--- config.mk ---
export PLATFORM = sky130hd
export DESIGN_NAME = mtks_ctrl
export DESIGN_NICKNAME = d
export VERILOG_FILES = /design/src/rtl/mtks_pkg.sv /design/src/rtl/mtks_ctrl.sv
export SDC_FILE = /design/constraint.sdc
export NUM_CORES = 1
export LEC_CHECK = 0
export ABC_CLOCK_PERIOD_IN_PS = 1500
export BUFFER_PORTS_ARGS = -buffer_cell sky130_fd_sc_hd__buf_2
export CAP_MARGIN = 25
export CORE_AREA = 2 2 39 41
export DETAILED_ROUTE_END_ITERATION = 7
export DIE_AREA = 0 0 41 43
export RECOVER_POWER = 50
export SLEW_MARGIN = 20
export SYNTH_ARGS = -nofsm -noshare
export SYNTH_HDL_FRONTEND = slang
export SYNTH_SLANG_ARGS = --single-unit
--- constraint.sdc ---
create_clock -name clk -period 1.5 [get_ports clk]
set_input_delay 0.225 -clock clk [delete_from_list [all_inputs] [get_ports clk]]
set_output_delay 0.225 -clock clk [all_outputs]
set_load 0.1 [all_outputs]
--- src/rtl/mtks_pkg.sv ---
// ----------------------------------------------------------------------------
// mtks_pkg
// Shared types and constants for the MT19937 keystream byte mask block.
// ----------------------------------------------------------------------------
`default_nettype none

package mtks_pkg;

  // generator geometry
  localparam int unsigned STATE_WORDS  = 624;
  localparam int unsigned TWIST_OFFSET = 397;
  localparam int unsigned WRAP_POINT   = STATE_WORDS - TWIST_OFFSET;
  localparam int unsigned WORD_W       = 32;
  localparam int unsigned ADDR_W       = $clog2(STATE_WORDS);
  localparam int unsigned IDX_W        = $clog2(STATE_WORDS + 1);
  localparam int unsigned BYTE_W       = 8;

  // generator constants
  localparam logic [WORD_W-1:0] SEED_RESET = 32'hF92F_EDB5;
  localparam logic [WORD_W-1:0] TWIST_XOR  = 32'h9908_B0DF;
  localparam logic [WORD_W-1:0] HIGH_BIT   = 32'h8000_0000;
  localparam logic [WORD_W-1:0] LOW_BITS   = 32'h7FFF_FFFF;
  localparam logic [WORD_W-1:0] INIT_MULT  = 32'd1812433253;
  localparam logic [WORD_W-1:0] TEMPER_B   = 32'h9D2C_5680;
  localparam logic [WORD_W-1:0] TEMPER_C   = 32'hEFC6_0000;

  // controller states
  typedef enum logic [3:0] {
    ST_IDLE,
    ST_SEED_INIT,
    ST_SEED_MUL,
    ST_SEED_ADD,
    ST_TW_PRE,
    ST_TW_FIRST,
    ST_TW_RD,
    ST_TW_WR,
    ST_DRAW_RD,
    ST_DRAW_OUT
  } state_t;

  // controller to datapath
  typedef struct packed {
    logic load_item;
    logic seed_init;
    logic seed_mul;
    logic seed_add;
    logic tw_pre;
    logic tw_first;
    logic tw_rd;
    logic tw_wr;
    logic draw_rd;
    logic draw_out;
  } cmd_t;

  // datapath to controller
  typedef struct packed {
    logic seeded;
    logic idx_full;
    logic step_last;
    logic out_free;
  } status_t;

  // output tempering of one state word
  function automatic logic [WORD_W-1:0] temper(input logic [WORD_W-1:0] w);
    logic [WORD_W-1:0] y;
    y = w ^ (w >> 11);
    y = y ^ ((y << 7) & TEMPER_B);
    y = y ^ ((y << 15) & TEMPER_C);
    y = y ^ (y >> 18);
    return y;
  endfunction

endpackage

`default_nettype wire

--- src/rtl/mtks_ctrl.sv ---
// ----------------------------------------------------------------------------
// mtks_ctrl
// Sequencer for reseed walk, twist pass and per-item draw.
// ----------------------------------------------------------------------------
`default_nettype none

module mtks_ctrl
  import mtks_pkg::*;
(
  input  wire logic    clk,
  input  wire logic    rst_n,
  input  wire logic    in_valid,
  input  wire logic    in_first_of_message,
  output logic         in_ready,
  input  wire status_t status,
  output cmd_t         cmd
);

  state_t state_r;
  state_t state_nxt;

  // state register
  always_ff @(posedge clk) begin
    if (!rst_n) begin
      state_r <= ST_IDLE;
    end else begin
      state_r <= state_nxt;
    end
  end

  // next state
  always_comb begin
    state_nxt = state_r;
    unique case (state_r)
      ST_IDLE: begin
        if (in_valid) begin
          if (in_first_of_message || !status.seeded) begin
            state_nxt = ST_SEED_INIT;
          end else if (status.idx_full) begin
            state_nxt = ST_TW_PRE;
          end else begin
            state_nxt = ST_DRAW_RD;
          end
        end
      end
      ST_SEED_INIT: state_nxt = ST_SEED_MUL;
      ST_SEED_MUL:  state_nxt = ST_SEED_ADD;
      ST_SEED_ADD: begin
        state_nxt = status.step_last ? ST_TW_PRE : ST_SEED_MUL;
      end
      ST_TW_PRE:    state_nxt = ST_TW_FIRST;
      ST_TW_FIRST:  state_nxt = ST_TW_WR;
      ST_TW_RD:     state_nxt = ST_TW_WR;
      ST_TW_WR: begin
        state_nxt = status.step_last ? ST_DRAW_RD : ST_TW_RD;
      end
      ST_DRAW_RD:   state_nxt = ST_DRAW_OUT;
      ST_DRAW_OUT: begin
        if (status.out_free) begin
          state_nxt = ST_IDLE;
        end
      end
      default:      state_nxt = ST_IDLE;
    endcase
  end

  // command decode
  always_comb begin
    cmd      = '0;
    in_ready = 1'b0;
    unique case (state_r)
      ST_IDLE: begin
        in_ready      = 1'b1;
        cmd.load_item = in_valid;
      end
      ST_SEED_INIT: cmd.seed_init = 1'b1;
      ST_SEED_MUL:  cmd.seed_mul  = 1'b1;
      ST_SEED_ADD:  cmd.seed_add  = 1'b1;
      ST_TW_PRE:    cmd.tw_pre    = 1'b1;
      ST_TW_FIRST:  cmd.tw_first  = 1'b1;
      ST_TW_RD:     cmd.tw_rd     = 1'b1;
      ST_TW_WR:     cmd.tw_wr     = 1'b1;
      ST_DRAW_RD:   cmd.draw_rd   = 1'b1;
      ST_DRAW_OUT:  cmd.draw_out  = status.out_free;
      default:      cmd           = '0;
    endcase
  end

endmodule

`default_nettype wire

======== After elaboration in Yosys (flattened, before gate mapping) ========
Cells that the tools add are included.
word-level totals
  register bits ........................... 4
  bits of input ports ..................... 8
  logic and storage cells ................. 35
cells by class
  equality and inequality tests ........... 11
  mux-type cells .......................... 18
  reductions and logical operators ........ 5
operators by type and width
  cell                                            number
  case mux 4 bit (9 select lines)                 1
  two-way mux 4 bit                               5
  == test 4 x 3 -> 1 bit (second input constant)  4
  two-way mux 1 bit                               11
  == test 4 x 2 -> 1 bit (second input constant)  2
  == test 4 bit (second input constant)           2
  == test 4 x 1 -> 1 bit (second input constant)  1
  zero test 4 bit                                 1
  inequality test 2 bit (second input constant)   2
  two-way mux 3 bit                               1
  AND reduction 2 bit                             1
  OR reduction 2 bit                              1
  zero test 1 bit                                 1
  logical OR 1 bit                                1

======== Depth between registers and ports, before layout ========
Gate-level depths: netlist (run 1).
  depth after elaboration ................. 5
  depth in mapped cells ................... 5
  gate-level depth less buffers ........... 4

======== Least setup slack after synthesis (run 1) ========
OpenSTA, ideal clock, no wires.
  path kind ............................... flip-flop to output port
  start ................................... register state_r[1]
  end ..................................... output cmd[0] (netlist bit)
  arrival ................................. 2.734 ns
  data required time ...................... 1.275 ns
  slack ................................... -1.459 ns
  cell stages (with the launch flop) ...... 4
  buffers on the path ..................... 1
  cells stage by stage .................... dfxtp_1 -> buf_4 -> nand2b_1 -> nor3_1
RTL lines
  item                    RTL line         source
  start, declared         mtks_ctrl.sv:19  state_t state_r;
  start signal, assigned  mtks_ctrl.sv:27  state_r <= state_nxt;
  end, declared           mtks_ctrl.sv:16  output cmd_t cmd

==> results of run 1 <==
## Yosys cell counts, types with 2 or more instances
| master | n | area share, % |
|---|---|---|
| nor3_2 | 2 | 5.3 |
| nand2_1 | 4 | 4.0 |
| nand2b_1 | 3 | 5.0 |
| inv_1 | 2 | 2.0 |
| nor3_1 | 7 | 9.2 |
| o21a_1 | 2 | 4.0 |
| buf_6 | 2 | 5.9 |
| nor2_1 | 5 | 5.0 |
| dfxtp_1 | 4 | 21 |
| o21ai_0 | 2 | 2.6 |
## power by group
| group | switching [mW] | leakage (nW) | internal (mW) |
|---|---|---|---|
| combinational | 0.515 | 0.298 | 0.374 |
| clock | 0.0403 | 0.0138 | 0.0892 |
| sequential | 0.0525 | 0.0353 | 0.131 |
## cells by family after synthesis
logic type / share of synthesized area [%]
buffers and inverters: 11.2
multiplexers: 2.64
XOR/XNOR: 2.31
flip-flops: 21.1
AND/OR/NAND/NOR: 49.2
AO/OA/AOI/OAI: 13.5
## metal layers
layer,wire (um),vias up
met5,0,-
met4,14,0
met3,40,2
met2,585,11
met1,461,216
li1,-,232
## timing repair
action | 4_1_cts | 5_1_grt
pin swaps | 1 | 1
gates resized for setup | 9 | 9
setup buffers | 1 | 6
setup endpoints to repair | 11 | 8
## worst reg2reg max path, cell delays in order, from the launching register on
cell,delay (ps)
dfxtp_4,380
buf_6,140
nor4_4,50
buf_4,130
buf_4,120
nor4b_2,150
o311ai_1,310
nand2_1,80
## cell type report
cell class,instances,area (um2)
timing repair buffer,32,359
multi-input combinational,38,364
clock buffer,3,22.5
inverter,2,7.51
tap,16,20.0
fill,121,518
sequential,4,92.6
## worst min-delay path by stage
stage                     startpoint          to  slack [ps]
after CTS                      rst_n  state_r[3]         240
final                          rst_n  state_r[3]         250
after detailed placement       rst_n  state_r[3]         480
after floorplan                rst_n  state_r[3]         330
after global placement         rst_n  state_r[3]         480
after global routing           rst_n  state_r[0]         270
## through the flow
stage	utilization, %	setup TNS (ps)	power, mW
floorplan	-	-4770	0.718
finish	62.6	-74.7	1.20
CTS	57.2	-142	1.14
detailed placement	53.6	0	0.971
global route	62.6	-356	1.26
global placement	53.6	0	0.966
==> results.sh, run 1 <==
export IMPL_r2r_start="state_r[3]"
export IMPL_setup_slack_ps=-43.6
export IMPL_firstDrtPassIters=4
export IMPL_vdd_ir_drop_max_mv=0.709
export IMPL_dieArea_um2=1760
export IMPL_tightest_slew_ps=296
export IMPL_cp_max_fo=9
export IMPL_clock_sinks=4
export IMPL_via_count=461
export IMPL_synth_warnings=0
export IMPL_rows=14
export IMPL_power_density_nw_per_um2=1390
export IMPL_whs_ps=250
export IMPL_die_w_um=41
export IMPL_cts_max_path_buffers=2
export IMPL_wl_per_cell_um=11.6
export IMPL_syn_area_um2=379
export IMPL_grt_util_met2_pct=20.0
export IMPL_leakage_nw=0.348
export IMPL_maxCapViolCount=0
export IMPL_drt_total_wl_mm=1.10
export IMPL_grt_max_degree=10
export IMPL_place_detailed_hpwl_um=807
export IMPL_arrival_ps=1320
export IMPL_grt_total_usage_pct=13.4
export IMPL_r2r_slack_ps=30
export IMPL_synth_edf_count=0
export IMPL_grt_pass1_vias=400
export IMPL_die_h_um=43
export IMPL_grt_met3_usage_pct=1.57
export IMPL_cts_made_buffers=3
export IMPL_cpPeakStageDelay_ps=380
export IMPL_instances_no_fill=95
export IMPL_htree_levels=1
export IMPL_design_area_um2=866
export IMPL_final_cell_mix="buf_4 (12), buf_12 (10), buf_2 (7), nor3_4 (6), nand2_1 (4)"
export IMPL_area_delta_synth_final_pct=128
export IMPL_ys_seq_area_share_pct=21.1
export IMPL_endpoint="cmd[9]"
export IMPL_synth_seq_cells=4
export IMPL_start_util_pct=27.4
export IMPL_post_route_period_util_pct=103
export IMPL_hold_depth=3
export IMPL_syn_avg_cell_area_um2=7.90
export IMPL_status="finished with violations"
export IMPL_path_buf_inv=1
export IMPL_hold_viol=0
export IMPL_cts_tree="done"
export IMPL_antenna_found_initial=0
export IMPL_rsz0062_at_grt="yes"
export IMPL_critPathLaunch="state_r[0]"
export IMPL_reg2reg_to="state_r[3]"
export IMPL_hold_class="in2reg"
export IMPL_critPathLaunchType="register"
export IMPL_slowest_stage="dfxtp_4"
export IMPL_fin_skew_ps=0.698
export IMPL_syn_num_nets=56
export IMPL_grt_pass1_wl_mm=1.64
export IMPL_synthesis_instances=48
export IMPL_top_usage_layer="met2"
export IMPL_drive_gt1_share_pct=70.9
export IMPL_cp_top_family="simple AND/OR/NAND/NOR gates"
export IMPL_cp_required_ps=1270
export IMPL_max_freq_mhz=648
export IMPL_reg2regPathDepth=7
export IMPL_drc=0
export IMPL_routed_via_density=4.85
export IMPL_cts_root_buf="clkbuf_4"
export IMPL_drt_iter0_drc=3
export IMPL_finalWeightedCongestion=0.770
export IMPL_core_area_um2=1380
export IMPL_placed_cells=85
export IMPL_largest_reg_flops=4
export IMPL_grt_util_met1_pct=17.6
export IMPL_layout_commonest_cell="buf_4"
export IMPL_ys_async_sr_fraction_pct=0
export IMPL_place_ws_ps=27.3
export IMPL_port_buffers=18
export IMPL_postCtsHoldBufs=0
export IMPL_synthFlopType="dfxtp_1"
export IMPL_setup_violations=4
export IMPL_place_area_um2=742
export IMPL_critPathKind="reg2out"
export IMPL_antennaDiodeCount=0
export IMPL_fin_crit_ps=1540
export IMPL_yosysUniqueCellTypes=25
export IMPL_grt_overflow=0
export IMPL_top_level_ports=19
export IMPL_violations="negative setup slack"
export IMPL_finalMaxSlewViolations=0
export IMPL_reg_largest_list="state_r (4)"
export IMPL_fin_nets=89
export IMPL_cp_end_kind="output pin"
export IMPL_slew_headroom_pct=79.9
export IMPL_regMostFlops="state_r"
export IMPL_critical_path_cell_count=3
export IMPL_clk_pin_slew_worst_paths_ps=40
export IMPL_path_cells="nor4_4 > and2_4 > buf_12"
export IMPL_clock_latency_ps=230
export IMPL_ant_nets=0
Note: power is estimated with default switching activity, not from simulation.
==> inputs of run 2 (changes only) <==
--- a/config.mk
+++ b/config.mk
@@ -8,9 +8,12 @@
 export ABC_CLOCK_PERIOD_IN_PS = 1500
 export BUFFER_PORTS_ARGS = -buffer_cell sky130_fd_sc_hd__buf_2
 export CAP_MARGIN = 25
-export CORE_AREA = 2 2 39 41
+export CELL_PAD_IN_SITES_DETAIL_PLACEMENT = 1
+export CELL_PAD_IN_SITES_GLOBAL_PLACEMENT = 1
+export CORE_MARGIN = 2
+export CORE_UTILIZATION = 29
 export DETAILED_ROUTE_END_ITERATION = 7
-export DIE_AREA = 0 0 41 43
+export PLACE_DENSITY_LB_ADDON = 0.1
 export RECOVER_POWER = 50
 export SLEW_MARGIN = 20
 export SYNTH_ARGS = -nofsm -noshare
==> results.sh, run 2 (same netlist as run 1, synthesis figures left out) <==
export IMPL_status="finished with violations"
export IMPL_violations="negative setup slack"
export IMPL_path_buf_inv=1
export IMPL_critical_path_cell_count=3
export IMPL_cp_top_family="simple AND/OR/NAND/NOR gates"
export IMPL_clk_pin_slew_worst_paths_ps=40
export IMPL_drt_total_wl_mm=1.64
export IMPL_cts_made_buffers=3
export IMPL_rsz0062_at_grt="yes"
export IMPL_port_buffers=18
export IMPL_p_seq_share_pct=14.9
export IMPL_finalWeightedCongestion=0.770
export IMPL_routed_via_density=5.08
export IMPL_hold_viol=0
export IMPL_switchingPower_mw=0.646
export IMPL_postCtsHoldBufs=0
export IMPL_via_count=472
export IMPL_cts_tree="done"
export IMPL_path_cells="nor4_4 > and2_4 > buf_12"
export IMPL_cts_root_buf="clkbuf_4"
export IMPL_clock_sinks=4
export IMPL_drive_gt1_share_pct=73.1
export IMPL_clock_latency_ps=230
export IMPL_cpPeakStageDelay_ps=370
export IMPL_fin_nets=88
export IMPL_hold_class="in2reg"
export IMPL_maxCapViolCount=0
export IMPL_grt_pass1_vias=480
export IMPL_area_delta_synth_final_pct=134
export IMPL_largest_reg_flops=4
export IMPL_critPathKind="reg2out"
export IMPL_core_area_um2=1250
export IMPL_fin_skew_ps=2.22
export IMPL_cp_required_ps=1270
export IMPL_antenna_found_initial=0
export IMPL_p_clk_share_pct=10.6
export IMPL_reg_largest_list="state_r (4)"
export IMPL_slowest_stage="dfxtp_4"
export IMPL_placed_cells=84
export IMPL_wl_per_cell_um=17.7
export IMPL_slew_headroom_pct=79.8
export IMPL_multi_input_area_um2=382
export IMPL_p_int_mw=0.604
export IMPL_grt_total_usage_pct=22.6
export IMPL_power_density_nw_per_um2=1410
export IMPL_post_route_period_util_pct=103
export IMPL_drt_iter0_drc=2
export IMPL_tightest_slew_ps=300
export IMPL_antennaDiodeCount=0
export IMPL_grt_overflow=0
export IMPL_cp_max_fo=6
export IMPL_htree_levels=1
export IMPL_critPathLaunchType="register"
export IMPL_ant_nets=0
export IMPL_fillers=128
export IMPL_seq_area_um2=95.1
export IMPL_hold_depth=2
export IMPL_finalMaxSlewViolations=0
export IMPL_place_detailed_hpwl_mm=1.23
export IMPL_combPwrFrac_pct=74.5
export IMPL_final_cell_mix="buf_12 (11), buf_4 (11), nor3_4 (7), buf_2 (7), dfxtp_4 (4)"
export IMPL_setup_violations=5
export IMPL_reg2regPathDepth=5
export IMPL_arrival_ps=1320
export IMPL_cts_max_path_buffers=2
export IMPL_grt_pass1_wl_mm=2.27
export IMPL_grt_max_degree=9
export IMPL_vdd_ir_drop_max_mv=0.879
export IMPL_regMostFlops="state_r"
export IMPL_max_freq_mhz=647
export IMPL_leakage_nw=0.347
export IMPL_r2r_slack_ps=100
export IMPL_fin_crit_ps=1550
export IMPL_die_w_um=40.2
export IMPL_swShare_pct=51.7
export IMPL_drc=0
export IMPL_dieArea_um2=1610
export IMPL_rows=13
export IMPL_start_util_pct=30.3
export IMPL_cp_end_kind="output pin"
export IMPL_instances_no_fill=93
export IMPL_finalSetupTns_ps=-147
export IMPL_die_h_um=40.2
export IMPL_firstDrtPassIters=2
export IMPL_setup_slack_ps=-45.9
export IMPL_top_level_ports=19
[run 2: cell count changes in the layout (fill, tap and decap cells not counted), sizes merged]
cell / before / now
buf: 32 / 31
[run 2: worst paths after layout]
check	startpoint	end
max	state_r[0]	cmd[9]
min	rst_n	state_r[0]
max reg2reg	state_r[2]	state_r[0]
min reg2reg	state_r[3]	state_r[1]
[run 2: metrics by stage]
stage	instance area [um2]	util, %	hold slack (ps)	total power, mW	setup WS, ps
CTS	842	67.2	237	1.21	-123
floorplan	449	-	331	0.718	-809
detailed placement	741	59.1	482	0.997	24.9
global placement	741	59.1	481	0.971	102
finish	886	70.7	247	1.25	-45.9
global route	886	70.7	253	1.31	-96.0
[run 2: power groups by stage]
stage / sequential (mW) / combinational, mW / clock [mW]
4_1_cts: 0.187 / 0.878 / 0.141
5_1_grt: 0.191 / 0.971 / 0.146
2_1_floorplan: 0.138 / 0.580 / 0
3_3_place_gp: 0.171 / 0.799 / 0
6_report: 0.187 / 0.931 / 0.132
3_5_place_dp: 0.174 / 0.823 / 0
[run 2: layer usage]
metal	share of wire, %	track usage, %
met1	38	25.2
met2	56	42.3
met3	4.1	1.11
met4	2.1	12.1
met5	0	0
[run 2: layout make-up]
type	instances	area share [%]
inverter	2	0.847
tap	15	2.12
multi-input combinational	38	43.1
clock buffer	3	2.54
sequential	4	10.7
timing repair buffer	31	40.7
[run 2: timing repair]
item,4_1_cts,5_1_grt
resized for setup,17,5
buffers inserted,3,3
gates cloned,0,0
setup endpoints to repair,11,9
pin swaps,3,3
==> inputs of run 3 (changes only) <==
--- a/config.mk
+++ b/config.mk
@@ -10,9 +10,10 @@
 export CAP_MARGIN = 25
 export CELL_PAD_IN_SITES_DETAIL_PLACEMENT = 1
 export CELL_PAD_IN_SITES_GLOBAL_PLACEMENT = 1
-export CORE_MARGIN = 2
-export CORE_UTILIZATION = 29
+export CORE_AREA = 2 2 39 41
+export CTS_BUF_LIST = sky130_fd_sc_hd__clkbuf_4
 export DETAILED_ROUTE_END_ITERATION = 7
+export DIE_AREA = 0 0 41 43
 export PLACE_DENSITY_LB_ADDON = 0.1
 export RECOVER_POWER = 50
 export SLEW_MARGIN = 20
==> results.sh, run 3 (same netlist as run 1, synthesis figures left out) <==
export IMPL_status="finished with violations"
export IMPL_violations="negative setup slack"
export IMPL_final_cell_mix="buf_4 (11), buf_12 (10), buf_2 (7), nor3_4 (6), nand2_1 (4)"
export IMPL_via_count=470
export IMPL_grt_pass1_vias=485
export IMPL_slowest_stage="dfxtp_4"
export IMPL_postCtsHoldBufs=0
export IMPL_path_buf_inv=1
export IMPL_placed_cells=85
export IMPL_dieArea_um2=1760
export IMPL_rsz0062_at_grt="yes"
export IMPL_cp_end_kind="output pin"
export IMPL_cpPeakStageDelay_ps=370
export IMPL_grt_max_degree=10
export IMPL_cts_made_buffers=3
export IMPL_finalSetupTns_ps=-98.1
export IMPL_instances_no_fill=94
export IMPL_wl_per_cell_um=15.3
export IMPL_fillers=149
export IMPL_port_buffers=18
export IMPL_clock_sinks=4
export IMPL_firstDrtPassIters=3
export IMPL_hold_viol=0
export IMPL_fin_nets=88
export IMPL_cp_top_family="simple AND/OR/NAND/NOR gates"
export IMPL_max_freq_mhz=651
export IMPL_cp_max_fo=7
export IMPL_ant_nets=0
export IMPL_antenna_found_initial=0
export IMPL_setup_slack_ps=-36.0
export IMPL_critPathLaunchType="register"
export IMPL_die_h_um=43
export IMPL_start_util_pct=27.4
export IMPL_grt_overflow=0
export IMPL_cts_root_buf="clkbuf_4"
export IMPL_place_detailed_hpwl_um=929
export IMPL_clk_pin_slew_worst_paths_ps=40
export IMPL_grt_total_usage_pct=18.1
export IMPL_routed_via_density=5.00
export IMPL_setup_violations=5
export IMPL_antennaDiodeCount=0
export IMPL_drt_total_wl_mm=1.43
export IMPL_drc=0
export IMPL_drt_iter0_drc=3
export IMPL_hold_class="in2reg"
export IMPL_cts_max_path_buffers=2
export IMPL_core_area_um2=1380
export IMPL_drive_gt1_share_pct=71.8
export IMPL_arrival_ps=1310
export IMPL_vdd_ir_drop_max_mv=0.666
export IMPL_layout_commonest_cell="buf_4"
export IMPL_regMostFlops="state_r"
export IMPL_tightest_slew_ps=300
export IMPL_maxCapViolCount=0
export IMPL_critPathKind="reg2out"
export IMPL_slew_headroom_pct=79.7
export IMPL_largest_reg_flops=4
export IMPL_clock_latency_ps=230
export IMPL_path_cells="nand2b_2 > nor3_4 > buf_12"
export IMPL_top_level_ports=19
export IMPL_leakage_nw=0.343
export IMPL_post_route_period_util_pct=102
export IMPL_fin_skew_ps=1.41
export IMPL_area_delta_synth_final_pct=128
export IMPL_reg_largest_list="state_r (4)"
export IMPL_cts_tree="done"
export IMPL_cp_required_ps=1270
export IMPL_grt_pass1_wl_mm=2.19
export IMPL_die_w_um=41
export IMPL_htree_levels=1
export IMPL_finalWeightedCongestion=0.719
export IMPL_fin_crit_ps=1540
export IMPL_rows=14
export IMPL_power_density_nw_per_um2=1380
export IMPL_finalMaxSlewViolations=0
## run 3: cell counts in the layout (fill, tap and decap cells not counted)
No cell type changed its count.
## run 3: routing by layer
| metal | up-vias | global-route usage [%] | routed length [um] |
|---|---|---|---|
| li1 | 234 | - | - |
| met1 | 221 | 21.3 | 593 |
| met2 | 13 | 30.6 | 774 |
| met3 | 2 | 2.62 | 58 |
| met4 | 0 | 7.33 | 8 |
| met5 | - | 0 | 0 |
## run 3: cell type report
| class | instances | area, um2 | area share (%) |
|---|---|---|---|
| Multi-Input combinational cell | 38 | 368 | 42.5 |
| Sequential cell | 4 | 92.6 | 10.7 |
| Inverter | 2 | 7.51 | 0.867 |
| Tap cell | 16 | 20.0 | 2.31 |
| Timing Repair Buffer | 31 | 355 | 41.0 |
| Clock buffer | 3 | 22.5 | 2.60 |
## run 3: path summary, 6_finish.rpt
kind               from  slack, ps          to  depth (start not counted)
max reg2reg  state_r[0]        -30  state_r[0]                          6
max          state_r[2]        -40      cmd[0]                          3
min               rst_n        270  state_r[0]                          2
min reg2reg  state_r[0]        620  state_r[1]                          2
## run 3: repair_timing
action | 4_1_cts | 5_1_grt
setup buffers | 5 | 1
hold endpoints to repair | 0 | 0
gates resized for setup | 13 | 5
endpoints found under the setup margin | 11 | 11
pin swaps | 2 | 4
## run 3: worst register-to-register path, stage by stage, from the launching register on
cell and delay (ps):
dfxtp_4 360, buf_4 160, buf_4 140, nor3_2 240
mux2i_2 300, o21a_1 170, o21a_1 110
## run 3: power breakdown
part / switching (mW) / leakage, nW / total [mW] / internal (mW)
logic: 0.520 / 0.294 / 0.880 / 0.360
clock network: 0.0428 / 0.0138 / 0.132 / 0.0894
registers: 0.0497 / 0.0353 / 0.180 / 0.130
total: 0.613 / 0.343 / 1.19 / 0.580
## run 3: per-stage QoR
stage	worst slack (ps)	hold WS, ps	instance area, um2	total power [mW]	util, %
detailed placement	53.3	494	754	0.983	54.5
floorplan	-809	331	449	0.718	-
global route	-99.1	273	866	1.24	62.6
CTS	-51.6	250	856	1.17	61.8
finish	-36.0	265	866	1.19	62.6
global placement	75.7	480	754	0.976	54.5
